<file path="src/idtm_pkg.sv">
// Package for the invalidation-driven thread migrator.
// Holds the item structs, mode and register codes, reset values and pair tables.
// No dependencies.
`default_nettype none

package idtm_pkg;

  // Input item: one access event.
  typedef struct packed {
    logic [1:0] mode;
    logic [1:0] hw_thread;
    logic [1:0] writer_core;
    logic [1:0] victim_core;
    logic [3:0] invalidated_lines;
  } idtm_in_t;

  // Result item: one per input item.
  typedef struct packed {
    logic [1:0] virtual_id;
    logic       migrated;
    logic [1:0] flush_first;
    logic [1:0] flush_second;
  } idtm_out_t;

  // Input item modes.
  localparam logic [1:0] MODE_FETCH  = 2'd0;
  localparam logic [1:0] MODE_LOOKUP = 2'd1;
  localparam logic [1:0] MODE_INVAL  = 2'd2;

  // Configuration register indexes (byte address is four times the index).
  localparam logic [1:0] REG_ENABLE   = 2'd0;
  localparam logic [1:0] REG_INTERVAL = 2'd1;
  localparam logic [1:0] REG_THRESH   = 2'd2;
  localparam logic [1:0] REG_KEEP     = 2'd3;

  localparam logic [31:0] INTERVAL_RST = 32'd10000;
  localparam logic [8:0]  THRESH_RST   = 9'd85;
  localparam logic [8:0]  KEEP_RST     = 9'd0;

  // The Q1.8 multipliers are nine bits, handled one bit a step, MSB first.
  localparam logic [3:0] MUL_LAST = 4'd8;

  // Cross-L2 candidate k, in the order 0-2, 0-3, 1-2, 1-3.
  // Counter index of the (a, b) direction: a*4 + b.
  function automatic logic [3:0] cand_fwd_idx(input logic [1:0] k);
    cand_fwd_idx = {1'b0, k[1], 1'b1, k[0]};
  endfunction

  // Counter index of the (b, a) direction: b*4 + a.
  function automatic logic [3:0] cand_rev_idx(input logic [1:0] k);
    cand_rev_idx = {1'b1, k[0], 1'b0, k[1]};
  endfunction

  // Map entries swapped and caches flushed when candidate k wins.
  function automatic logic [1:0] swap_lo(input logic [1:0] k);
    swap_lo = {1'b0, k[1]};
  endfunction

  function automatic logic [1:0] swap_hi(input logic [1:0] k);
    swap_hi = {1'b1, ~k[0]};
  endfunction

endpackage

`default_nettype wire

</file>
<file path="src/invalidation_driven_thread_migrator.sv">
// Top level of the invalidation-driven thread migrator: sequencer, shared adder,
// pair counters, core map and APB configuration registers.
// Depends on idtm_pkg.
`default_nettype none

// Channel   Direction  Handshake                 Payload
// in        input      in_valid_i / in_stall_o   in_item_i  (idtm_in_t)
// out       output     out_valid_o / out_stall_i out_item_o (idtm_out_t)
// config    input      APB psel/penable/pwrite   paddr, pwdata -> prdata
//
// Lookups, ignored reports and unused modes go from acceptance straight to the
// done state, which loads the output register once it is free. An invalidation
// report passes through S_INV first, and a fetch that does not start a check
// through S_FETCH. Unless the interval is zero, the first fetch after the
// interval register is written first runs the bit-serial division that
// rebuilds the fetch remainder. A check walks the sixteen counters, four
// candidates and a nine-step multiply through the one shared adder; a
// migration then scales every counter by a nine-step multiply and a write.
// Reset is asynchronous and active low and needs no clearing pass. The block
// takes no item while one is in work; a stalled result waits in the output
// register while the next item is accepted.

module invalidation_driven_thread_migrator #(
  parameter int COUNTER_BITS = 32
) (
  input  wire                  clk_i,
  input  wire                  rst_ni,
  input  wire                  in_valid_i,
  output logic                 in_stall_o,
  input  wire idtm_pkg::idtm_in_t in_item_i,
  output logic                 out_valid_o,
  input  wire                  out_stall_i,
  output idtm_pkg::idtm_out_t  out_item_o,
  input  wire                  psel,
  input  wire                  penable,
  input  wire                  pwrite,
  input  wire  [3:0]           paddr,
  input  wire  [31:0]          pwdata,
  output logic [31:0]          prdata,
  output logic                 pready
);
  import idtm_pkg::*;

  // The adder must hold total * threshold (COUNTER_BITS + 13 bits) and the
  // 33-bit partial remainder of the fetch-count division.
  localparam int AW = (COUNTER_BITS + 13 > 34) ? COUNTER_BITS + 13 : 34;

  localparam logic [3:0] S_IDLE  = 4'd0;
  localparam logic [3:0] S_INV   = 4'd1;
  localparam logic [3:0] S_DIV   = 4'd2;
  localparam logic [3:0] S_FETCH = 4'd3;
  localparam logic [3:0] S_TOT   = 4'd4;
  localparam logic [3:0] S_CAND  = 4'd5;
  localparam logic [3:0] S_MUL   = 4'd6;
  localparam logic [3:0] S_CMP   = 4'd7;
  localparam logic [3:0] S_SCL   = 4'd8;
  localparam logic [3:0] S_DONE  = 4'd9;

  logic [3:0]  state_q, state_d;

  // Configuration registers.
  logic        enable_q;
  logic [31:0] interval_q;
  logic [8:0]  thresh_q;
  logic [8:0]  keep_q;
  logic        cfg_we;

  // Fetch bookkeeping: rem_q tracks fetch_q modulo the interval. A write of
  // the interval marks it stale, and the next fetch rebuilds it by division.
  logic [31:0] fetch_q, fetch_d;
  logic [31:0] rem_q, rem_d;
  logic [31:0] div_q, div_d;
  logic        stale_q, stale_d;

  // Captured item fields needed after acceptance.
  logic [3:0]  inv_idx_q, inv_idx_d;
  logic [3:0]  lines_q, lines_d;

  // Working registers of the check.
  logic [AW-1:0] tot_q, tot_d;
  logic [AW-1:0] best_q, best_d;
  logic [AW-1:0] prod_q, prod_d;
  logic [1:0]    bestk_q, bestk_d;
  logic [3:0]    idx_q, idx_d;
  logic [4:0]    step_q, step_d;

  logic [1:0]  cmap_q [4];
  logic [1:0]  cmap_d [4];

  idtm_out_t   res_q, res_d;
  idtm_out_t   out_q;
  logic        out_valid_q;
  logic        out_load;

  // Pair counters, index writer*4 + victim, one read port.
  logic [COUNTER_BITS-1:0] cnt_q [16];
  logic [3:0]              rd_idx;
  logic [AW-1:0]           rd_ext;
  logic                    cnt_we;
  logic [3:0]              cnt_wa;
  logic [COUNTER_BITS-1:0] cnt_wd;

  // The shared adder/subtractor.
  logic [AW-1:0] alu_a, alu_b;
  logic          alu_sub;
  logic [AW:0]   alu_sum;
  logic          alu_carry;

  logic [3:0]    bit_idx;
  logic [32:0]   div_shift;
  logic [31:0]   rem_next;
  logic [AW-1:0] scaled;
  logic          in_accept;

  assign in_accept = in_valid_i && (state_q == S_IDLE);
  assign in_stall_o = (state_q != S_IDLE);
  assign cfg_we = psel && penable && pwrite && pready;
  assign pready = 1'b1;

  always_comb begin
    case (paddr[3:2])
      REG_ENABLE:   prdata = {31'd0, enable_q};
      REG_INTERVAL: prdata = interval_q;
      REG_THRESH:   prdata = {23'd0, thresh_q};
      REG_KEEP:     prdata = {23'd0, keep_q};
      default:      prdata = '0;
    endcase
  end

  always_ff @(posedge clk_i or negedge rst_ni) begin
    if (!rst_ni) begin
      enable_q   <= 1'b0;
      interval_q <= INTERVAL_RST;
      thresh_q   <= THRESH_RST;
      keep_q     <= KEEP_RST;
    end else if (cfg_we) begin
      case (paddr[3:2])
        REG_ENABLE:   enable_q   <= pwdata[0];
        REG_INTERVAL: interval_q <= pwdata;
        REG_THRESH:   thresh_q   <= pwdata[8:0];
        REG_KEEP:     keep_q     <= pwdata[8:0];
        default:      enable_q   <= enable_q;
      endcase
    end
  end

  // Bit of the current Q1.8 multiplier, most significant first.
  assign bit_idx = MUL_LAST - step_q[3:0];
  assign div_shift = {rem_q, div_q[31]};
  assign scaled = prod_q >> 8;

  // Counter read address.
  always_comb begin
    unique case (state_q)
      S_INV:   rd_idx = inv_idx_q;
      S_CAND:  rd_idx = (step_q == 5'd0) ? cand_fwd_idx(idx_q[1:0])
                                         : cand_rev_idx(idx_q[1:0]);
      default: rd_idx = idx_q;
    endcase
  end
  assign rd_ext = AW'(cnt_q[rd_idx]);

  // Operand selection for the shared adder.
  always_comb begin
    alu_a = '0;
    alu_b = '0;
    alu_sub = 1'b0;
    unique case (state_q)
      S_INV: begin
        alu_a = rd_ext;
        alu_b = AW'(lines_q);
      end
      S_DIV: begin
        alu_a = AW'(div_shift);
        alu_b = AW'(interval_q);
        alu_sub = 1'b1;
      end
      S_FETCH: begin
        alu_a = AW'(rem_q);
        alu_b = AW'(1'b1);
      end
      S_TOT: begin
        alu_a = tot_q;
        alu_b = rd_ext;
      end
      S_CAND: begin
        if (step_q == 5'd1) begin
          alu_a = prod_q;
          alu_b = rd_ext;
        end else begin
          alu_a = best_q;
          alu_b = prod_q;
          alu_sub = 1'b1;
        end
      end
      S_MUL: begin
        alu_a = prod_q << 1;
        alu_b = thresh_q[bit_idx] ? tot_q : '0;
      end
      S_CMP: begin
        alu_a = best_q << 8;
        alu_b = prod_q;
        alu_sub = 1'b1;
      end
      S_SCL: begin
        alu_a = (step_q == 5'd0) ? '0 : (prod_q << 1);
        alu_b = keep_q[bit_idx] ? rd_ext : '0;
      end
      default: begin
        alu_a = '0;
      end
    endcase
  end

  assign alu_sum = {1'b0, alu_a} + {1'b0, (alu_sub ? ~alu_b : alu_b)} + (AW + 1)'(alu_sub);
  // For a subtraction, a carry out means no borrow (a >= b).
  assign alu_carry = alu_sum[AW];

  assign rem_next = (alu_sum[31:0] == interval_q) ? '0 : alu_sum[31:0];

  // Sequencer.
  always_comb begin
    state_d   = state_q;
    fetch_d   = fetch_q;
    rem_d     = rem_q;
    div_d     = div_q;
    stale_d   = stale_q;
    inv_idx_d = inv_idx_q;
    lines_d   = lines_q;
    tot_d     = tot_q;
    best_d    = best_q;
    prod_d    = prod_q;
    bestk_d   = bestk_q;
    idx_d     = idx_q;
    step_d    = step_q;
    cmap_d    = cmap_q;
    res_d     = res_q;
    cnt_we    = 1'b0;
    cnt_wa    = idx_q;
    cnt_wd    = '0;

    unique case (state_q)
      S_IDLE: begin
        if (in_accept) begin
          inv_idx_d = {in_item_i.writer_core, in_item_i.victim_core};
          lines_d   = in_item_i.invalidated_lines;
          res_d     = '0;
          if (in_item_i.mode == MODE_FETCH || in_item_i.mode == MODE_LOOKUP) begin
            res_d.virtual_id = enable_q ? cmap_q[in_item_i.hw_thread]
                                        : in_item_i.hw_thread;
          end
          state_d = S_DONE;
          if (in_item_i.mode == MODE_FETCH) begin
            if (!stale_q) begin
              state_d = S_FETCH;
            end else if (interval_q == '0) begin
              // An interval of zero acts as 2^32: the remainder is the count.
              rem_d   = fetch_q;
              stale_d = 1'b0;
              state_d = S_FETCH;
            end else begin
              rem_d   = '0;
              div_d   = fetch_q;
              step_d  = '0;
              state_d = S_DIV;
            end
          end else if (in_item_i.mode == MODE_INVAL &&
                       in_item_i.writer_core != in_item_i.victim_core) begin
            state_d = S_INV;
          end
        end
      end

      S_INV: begin
        // Saturating add of the invalidated line count.
        cnt_we  = 1'b1;
        cnt_wa  = inv_idx_q;
        cnt_wd  = (|alu_sum[AW-1:COUNTER_BITS]) ? '1 : alu_sum[COUNTER_BITS-1:0];
        state_d = S_DONE;
      end

      S_DIV: begin
        // Restoring division, one quotient bit per cycle; only the
        // remainder is kept.
        rem_d  = alu_carry ? alu_sum[31:0] : div_shift[31:0];
        div_d  = div_q << 1;
        step_d = step_q + 5'd1;
        if (step_q == 5'd31) begin
          stale_d = 1'b0;
          state_d = S_FETCH;
        end
      end

      S_FETCH: begin
        fetch_d = fetch_q + 32'd1;
        rem_d   = rem_next;
        if (enable_q && rem_next == '0) begin
          tot_d   = '0;
          idx_d   = '0;
          state_d = S_TOT;
        end else begin
          state_d = S_DONE;
        end
      end

      S_TOT: begin
        // Diagonal counters are never written and stay zero, so the sum of
        // all sixteen is the sum of the six symmetric pairs.
        tot_d = alu_sum[AW-1:0];
        idx_d = idx_q + 4'd1;
        if (idx_q == 4'd15) begin
          if (alu_sum[AW-1:0] == '0) begin
            state_d = S_DONE;
          end else begin
            idx_d   = '0;
            step_d  = '0;
            best_d  = '0;
            bestk_d = '0;
            state_d = S_CAND;
          end
        end
      end

      S_CAND: begin
        if (step_q == 5'd0) begin
          prod_d = rd_ext;
          step_d = 5'd1;
        end else if (step_q == 5'd1) begin
          prod_d = alu_sum[AW-1:0];
          step_d = 5'd2;
        end else begin
          // A borrow means the candidate is strictly larger; ties keep the
          // earlier pair.
          if (!alu_carry) begin
            best_d  = prod_q;
            bestk_d = idx_q[1:0];
          end
          step_d = '0;
          idx_d  = idx_q + 4'd1;
          if (idx_q[1:0] == 2'd3) begin
            prod_d  = '0;
            state_d = S_MUL;
          end
        end
      end

      S_MUL: begin
        prod_d = alu_sum[AW-1:0];
        step_d = step_q + 5'd1;
        if (step_q == 5'(MUL_LAST)) begin
          state_d = S_CMP;
        end
      end

      S_CMP: begin
        // Migrate when best * 256 >= threshold * total.
        if (alu_carry) begin
          cmap_d[swap_lo(bestk_q)] = cmap_q[swap_hi(bestk_q)];
          cmap_d[swap_hi(bestk_q)] = cmap_q[swap_lo(bestk_q)];
          res_d.migrated     = 1'b1;
          res_d.flush_first  = swap_lo(bestk_q);
          res_d.flush_second = swap_hi(bestk_q);
          idx_d   = '0;
          step_d  = '0;
          state_d = S_SCL;
        end else begin
          state_d = S_DONE;
        end
      end

      S_SCL: begin
        if (step_q == 5'(MUL_LAST) + 5'd1) begin
          cnt_we = 1'b1;
          cnt_wa = idx_q;
          cnt_wd = (|scaled[AW-1:COUNTER_BITS]) ? '1 : scaled[COUNTER_BITS-1:0];
          step_d = '0;
          idx_d  = idx_q + 4'd1;
          if (idx_q == 4'd15) begin
            state_d = S_DONE;
          end
        end else begin
          prod_d = alu_sum[AW-1:0];
          step_d = step_q + 5'd1;
        end
      end

      S_DONE: begin
        if (out_load) begin
          state_d = S_IDLE;
        end
      end

      default: begin
        state_d = S_IDLE;
      end
    endcase

    if (cfg_we && paddr[3:2] == REG_INTERVAL) begin
      stale_d = 1'b1;
    end
  end

  assign out_load = (state_q == S_DONE) && (!out_valid_q || !out_stall_i);

  always_ff @(posedge clk_i or negedge rst_ni) begin
    if (!rst_ni) begin
      state_q     <= S_IDLE;
      fetch_q     <= '0;
      rem_q       <= '0;
      stale_q     <= 1'b0;
      out_valid_q <= 1'b0;
      for (int i = 0; i < 4; i++) begin
        cmap_q[i] <= 2'(i);
      end
    end else begin
      state_q <= state_d;
      fetch_q <= fetch_d;
      rem_q   <= rem_d;
      stale_q <= stale_d;
      cmap_q  <= cmap_d;
      if (out_load) begin
        out_valid_q <= 1'b1;
      end else if (!out_stall_i) begin
        out_valid_q <= 1'b0;
      end
    end
  end

  always_ff @(posedge clk_i) begin
    div_q     <= div_d;
    inv_idx_q <= inv_idx_d;
    lines_q   <= lines_d;
    tot_q     <= tot_d;
    best_q    <= best_d;
    prod_q    <= prod_d;
    bestk_q   <= bestk_d;
    idx_q     <= idx_d;
    step_q    <= step_d;
    res_q     <= res_d;
    if (out_load) begin
      out_q <= res_q;
    end
  end

  always_ff @(posedge clk_i or negedge rst_ni) begin
    if (!rst_ni) begin
      for (int i = 0; i < 16; i++) begin
        cnt_q[i] <= '0;
      end
    end else if (cnt_we) begin
      cnt_q[cnt_wa] <= cnt_wd;
    end
  end

  assign out_valid_o = out_valid_q;
  assign out_item_o  = out_q;

  // The core map stays a permutation of the four cores.
  a_map_perm: assert property (@(posedge clk_i) disable iff (!rst_ni)
    cmap_q[0] != cmap_q[1] && cmap_q[0] != cmap_q[2] && cmap_q[0] != cmap_q[3] &&
    cmap_q[1] != cmap_q[2] && cmap_q[1] != cmap_q[3] && cmap_q[2] != cmap_q[3])
    else $error("core map is not a permutation");

  // A migration flushes one core of each L2 group.
  a_flush_pair: assert property (@(posedge clk_i) disable iff (!rst_ni)
    out_valid_o && out_item_o.migrated |->
      !out_item_o.flush_first[1] && out_item_o.flush_second[1])
    else $error("migration flush pair does not cross the L2 groups");

  // Without a migration no flush is requested.
  a_no_flush: assert property (@(posedge clk_i) disable iff (!rst_ni)
    out_valid_o && !out_item_o.migrated |->
      out_item_o.flush_first == 2'd0 && out_item_o.flush_second == 2'd0)
    else $error("flush requested without migration");

  // A current fetch remainder is below a nonzero interval.
  a_rem_range: assert property (@(posedge clk_i) disable iff (!rst_ni)
    !stale_q && interval_q != '0 && state_q != S_DIV |-> rem_q < interval_q)
    else $error("fetch remainder out of range");

endmodule

`default_nettype wire

</file>
<file path="config.mk">
export PLATFORM = sky130hd
export DESIGN_NAME = invalidation_driven_thread_migrator
export DESIGN_NICKNAME = d
export VERILOG_FILES = /design/src/idtm_pkg.sv /design/src/invalidation_driven_thread_migrator.sv
export SDC_FILE = /design/constraint.sdc
export NUM_CORES = 2
export LEC_CHECK = 0
export BUFFER_PORTS_ARGS = -buffer_cell sky130_fd_sc_hd__buf_4
export CAP_MARGIN = 20
export CORE_UTILIZATION = 50
export CTS_CLUSTER_SIZE = 40
export DETAILED_ROUTE_END_ITERATION = 10
export PLACE_DENSITY = 0.73
export SLEW_MARGIN = 15
export SYNTH_ARGS = -nofsm -noshare
export SYNTH_HDL_FRONTEND = slang
export SYNTH_SLANG_ARGS = --single-unit
</file>
<file path="constraint.sdc">
create_clock -name clk_i -period 30.8 [get_ports clk_i]
set_input_delay 3.08 -clock clk_i [delete_from_list [all_inputs] [get_ports clk_i]]
set_output_delay 3.08 -clock clk_i [all_outputs]
set_load 0.02 [all_outputs]
</file>
==> results.sh <==
export IMPL_status="finished clean"
export IMPL_core_area_sq_um=90600
export IMPL_hold_path_class="reg -> reg"
export IMPL_postSynthNetCount=5488
export IMPL_fin_nets=5345
export IMPL_slowest_stage="o21ai_0"
export IMPL_final_setup_tns_ns=0
export IMPL_critPathLaunch="step_q[0]"
export IMPL_gp_routability_congestion=0.985
export IMPL_ctsRootBufferMaster="clkbuf_16"
export IMPL_worst_pin_slew_ns=1.28
export IMPL_routedWlPerCell_microns=22.4
export IMPL_grt_pass1_vias=38000
export IMPL_syn_inst=5382
export IMPL_layout_common_cells="nand2_1, a21oi_1, nor2_1"
export IMPL_ys_seq_area_share_pct=47.7
export IMPL_finalSetupViolations=0
export IMPL_critPathMaxFanout=64
export IMPL_finalCritPeriodShare_pct=37.3
export IMPL_syn_cell_area_sq_um=46000
export IMPL_post_cts_buffers=0
export IMPL_drv_slew=0
export IMPL_ioPinCount=97
export IMPL_track_usage_pct=30.8
export IMPL_syn_area_per_cell_sq_um=8.55
export IMPL_drive_gt1_share_pct=9.28
export IMPL_hold_viol=0
export IMPL_area_growth_pct=9.95
export IMPL_grt_setup_unrepaired="false"
export IMPL_cp_required_ns=31.07
export IMPL_fp_dieW_microns=305
export IMPL_relSlewSlack_pct=13.8
export IMPL_drtPass1Iterations=9
export IMPL_cts_sinks=837
export IMPL_grt_pass1_wl_mm=225
export IMPL_hpwl_mm=92.4
export IMPL_antenna_found_initial=1
export IMPL_yosysWarningCount=0
export IMPL_fmax_mhz=87.1
export IMPL_min_from="res_q[4]"
export IMPL_r2r_start="step_q[0]"
export IMPL_post_drt_via_cell_ratio=6.23
export IMPL_maxCapViolations=0
export IMPL_ys_flop_type="dfrtp_1"
export IMPL_drc=0
export IMPL_period_needed_ns=11.48
export IMPL_num_rows=110
export IMPL_dieArea_sq_um=93200
export IMPL_portBuffers=92
export IMPL_drtIter0Drc=5100
export IMPL_start_util_pct=50.8
export IMPL_vias=40400
export IMPL_critPathMaxStageDelay_ns=1.03
export IMPL_cts_made_buffers=91
export IMPL_cts_resized=0
export IMPL_grt_overflow=0
export IMPL_synth_cell_type_count=93
export IMPL_clk_pin_slew_ns=0.06
export IMPL_grt_start_max_net_pins=176
export IMPL_start_kind="register"
export IMPL_path_class="reg -> reg"
export IMPL_cts_tree="done"
export IMPL_skew_ns=0.0552
export IMPL_clock_latency_ns=0.70
export IMPL_clock_path_buffers=3
export IMPL_die_h_microns=305
export IMPL_worstPathArrival_ns=11.75
export IMPL_final_common_cell="nand2_1"
export IMPL_cts_htree_levels=3
export IMPL_crit_path_end_kind="register"
export IMPL_fill_cells=8150
export IMPL_ys_ff_latch=837
export IMPL_cts_hold_buffers_added=0
export IMPL_async_reset_ff_share_pct=76.6
export IMPL_wirelength_mm=145
export IMPL_synth_edf_count=196
export IMPL_postRouteAntennaNets=0
[state kept, by name, indices dropped and copies added (netlist names), 5 cells and up]
signal / flops
best_q: 45
cmap_q: 8
cnt_q: 512
div_q: 32
fetch_q: 32
interval_q: 32
keep_q: 9
out_item_o: 5
prod_q: 45
rem_q: 32
res_q: 5
step_q: 5
thresh_q: 9
tot_q: 45
[worst max-delay path: cells and delay by family, from the launching register on]
family / cells / cell delay, ns
adder cells (fa/ha/maj): 2 / 0.88
AND/OR/NAND/NOR: 10 / 2.62
buffers and inverters: 5 / 2.02
AO/OA/AOI/OAI: 12 / 4.55
XOR/XNOR: 1 / 0.19
flip-flops: 1 / 0.62
[path summary, 6_finish.rpt]
check	slack, ns	to	cells after the start
setup / recovery	19.32	best_q[42]	30
hold / removal	0.43	out_item_o[4]	0
setup reg to reg	19.32	best_q[42]	30
hold reg to reg	0.43	out_item_o[4]	0
max in group asynchronous	25.85	cnt_q[468]	3
min in group asynchronous	2.44	keep_q[4]	1
[cells by family after synthesis]
family,count (synthesis),synth area share [%]
mux,117,2.85
simple gates,2382,22.7
fa+ha+maj,51,1.40
buf+inv,463,4.12
other cells,2,0.0163
flops,837,47.7
xor+xnor,135,2.57
compound gates,1395,18.7
[synthesized netlist by cell type, types with 21 or more instances]
cell | n | area [sq um]
a21o_1 | 23 | 173
a21oi_1 | 746 | 3730
a221o_1 | 32 | 320
a221oi_1 | 67 | 587
a222oi_1 | 43 | 430
a22o_1 | 34 | 298
a31oi_1 | 21 | 131
and2_1 | 81 | 507
and3_1 | 24 | 150
buf_1 | 27 | 101
buf_4 | 32 | 240
clkbuf_1 | 336 | 1260
dfrtp_1 | 628 | 15700
edfxtp_1 | 196 | 5890
ha_1 | 50 | 626
inv_1 | 52 | 195
mux2_2 | 61 | 687
mux2i_1 | 51 | 510
nand2_1 | 979 | 3670
nand2b_1 | 24 | 150
nand3_1 | 323 | 1620
nand4_1 | 34 | 213
nor2_1 | 746 | 2800
nor2_4 | 27 | 304
nor3_1 | 31 | 155
nor4_1 | 26 | 163
o211ai_1 | 60 | 450
o21a_1 | 71 | 533
o21ai_0 | 161 | 806
xnor2_1 | 96 | 841
xor2_1 | 39 | 342
[per-stage QoR]
| step | instances | instance area, sq um | hold WS (ns) | util, % | worst slack, ns |
|---|---|---|---|---|---|
| final | 6491 | 50600 | 0.426 | 55.8 | 19.32 |
| after CTS | 6488 | 50500 | 0.420 | 55.8 | 19.46 |
| after floorplan | 5382 | 46000 | 0.400 | - | 18.86 |
| after global placement | 6320 | 47500 | 0.402 | 52.4 | 19.66 |
| after global routing | 6490 | 50600 | 0.435 | 55.8 | 18.78 |
| after detailed placement | 6320 | 47500 | 0.406 | 52.4 | 19.61 |
[metal layers]
metal / GRT usage (%) / vias up / wire length, microns
met2: 47.5 / 2047 / 64900
met3: 5.33 / 390 / 13800
met1: 42.1 / 19400 / 59000
met5: 0 / - / 0
met4: 15.1 / 0 / 7580
li1: - / 18600 / -
[layout make-up]
type	instances	area [sq um]	share of cell area (%)
Timing Repair Buffer	175	1380	2.73
Antenna cell	1	2.50	0.00495
Multi-Input combinational cell	4082	22500	44.5
Sequential cell	837	21900	43.4
Inverter	52	195	0.386
Clock buffer	126	2590	5.13
Tap cell	1176	1470	2.91
Clock inverter	42	500	0.990
Power is left out: the tool's default activity adds up to more than one toggle a clock period on the data nets, which glitch-free logic cannot reach.
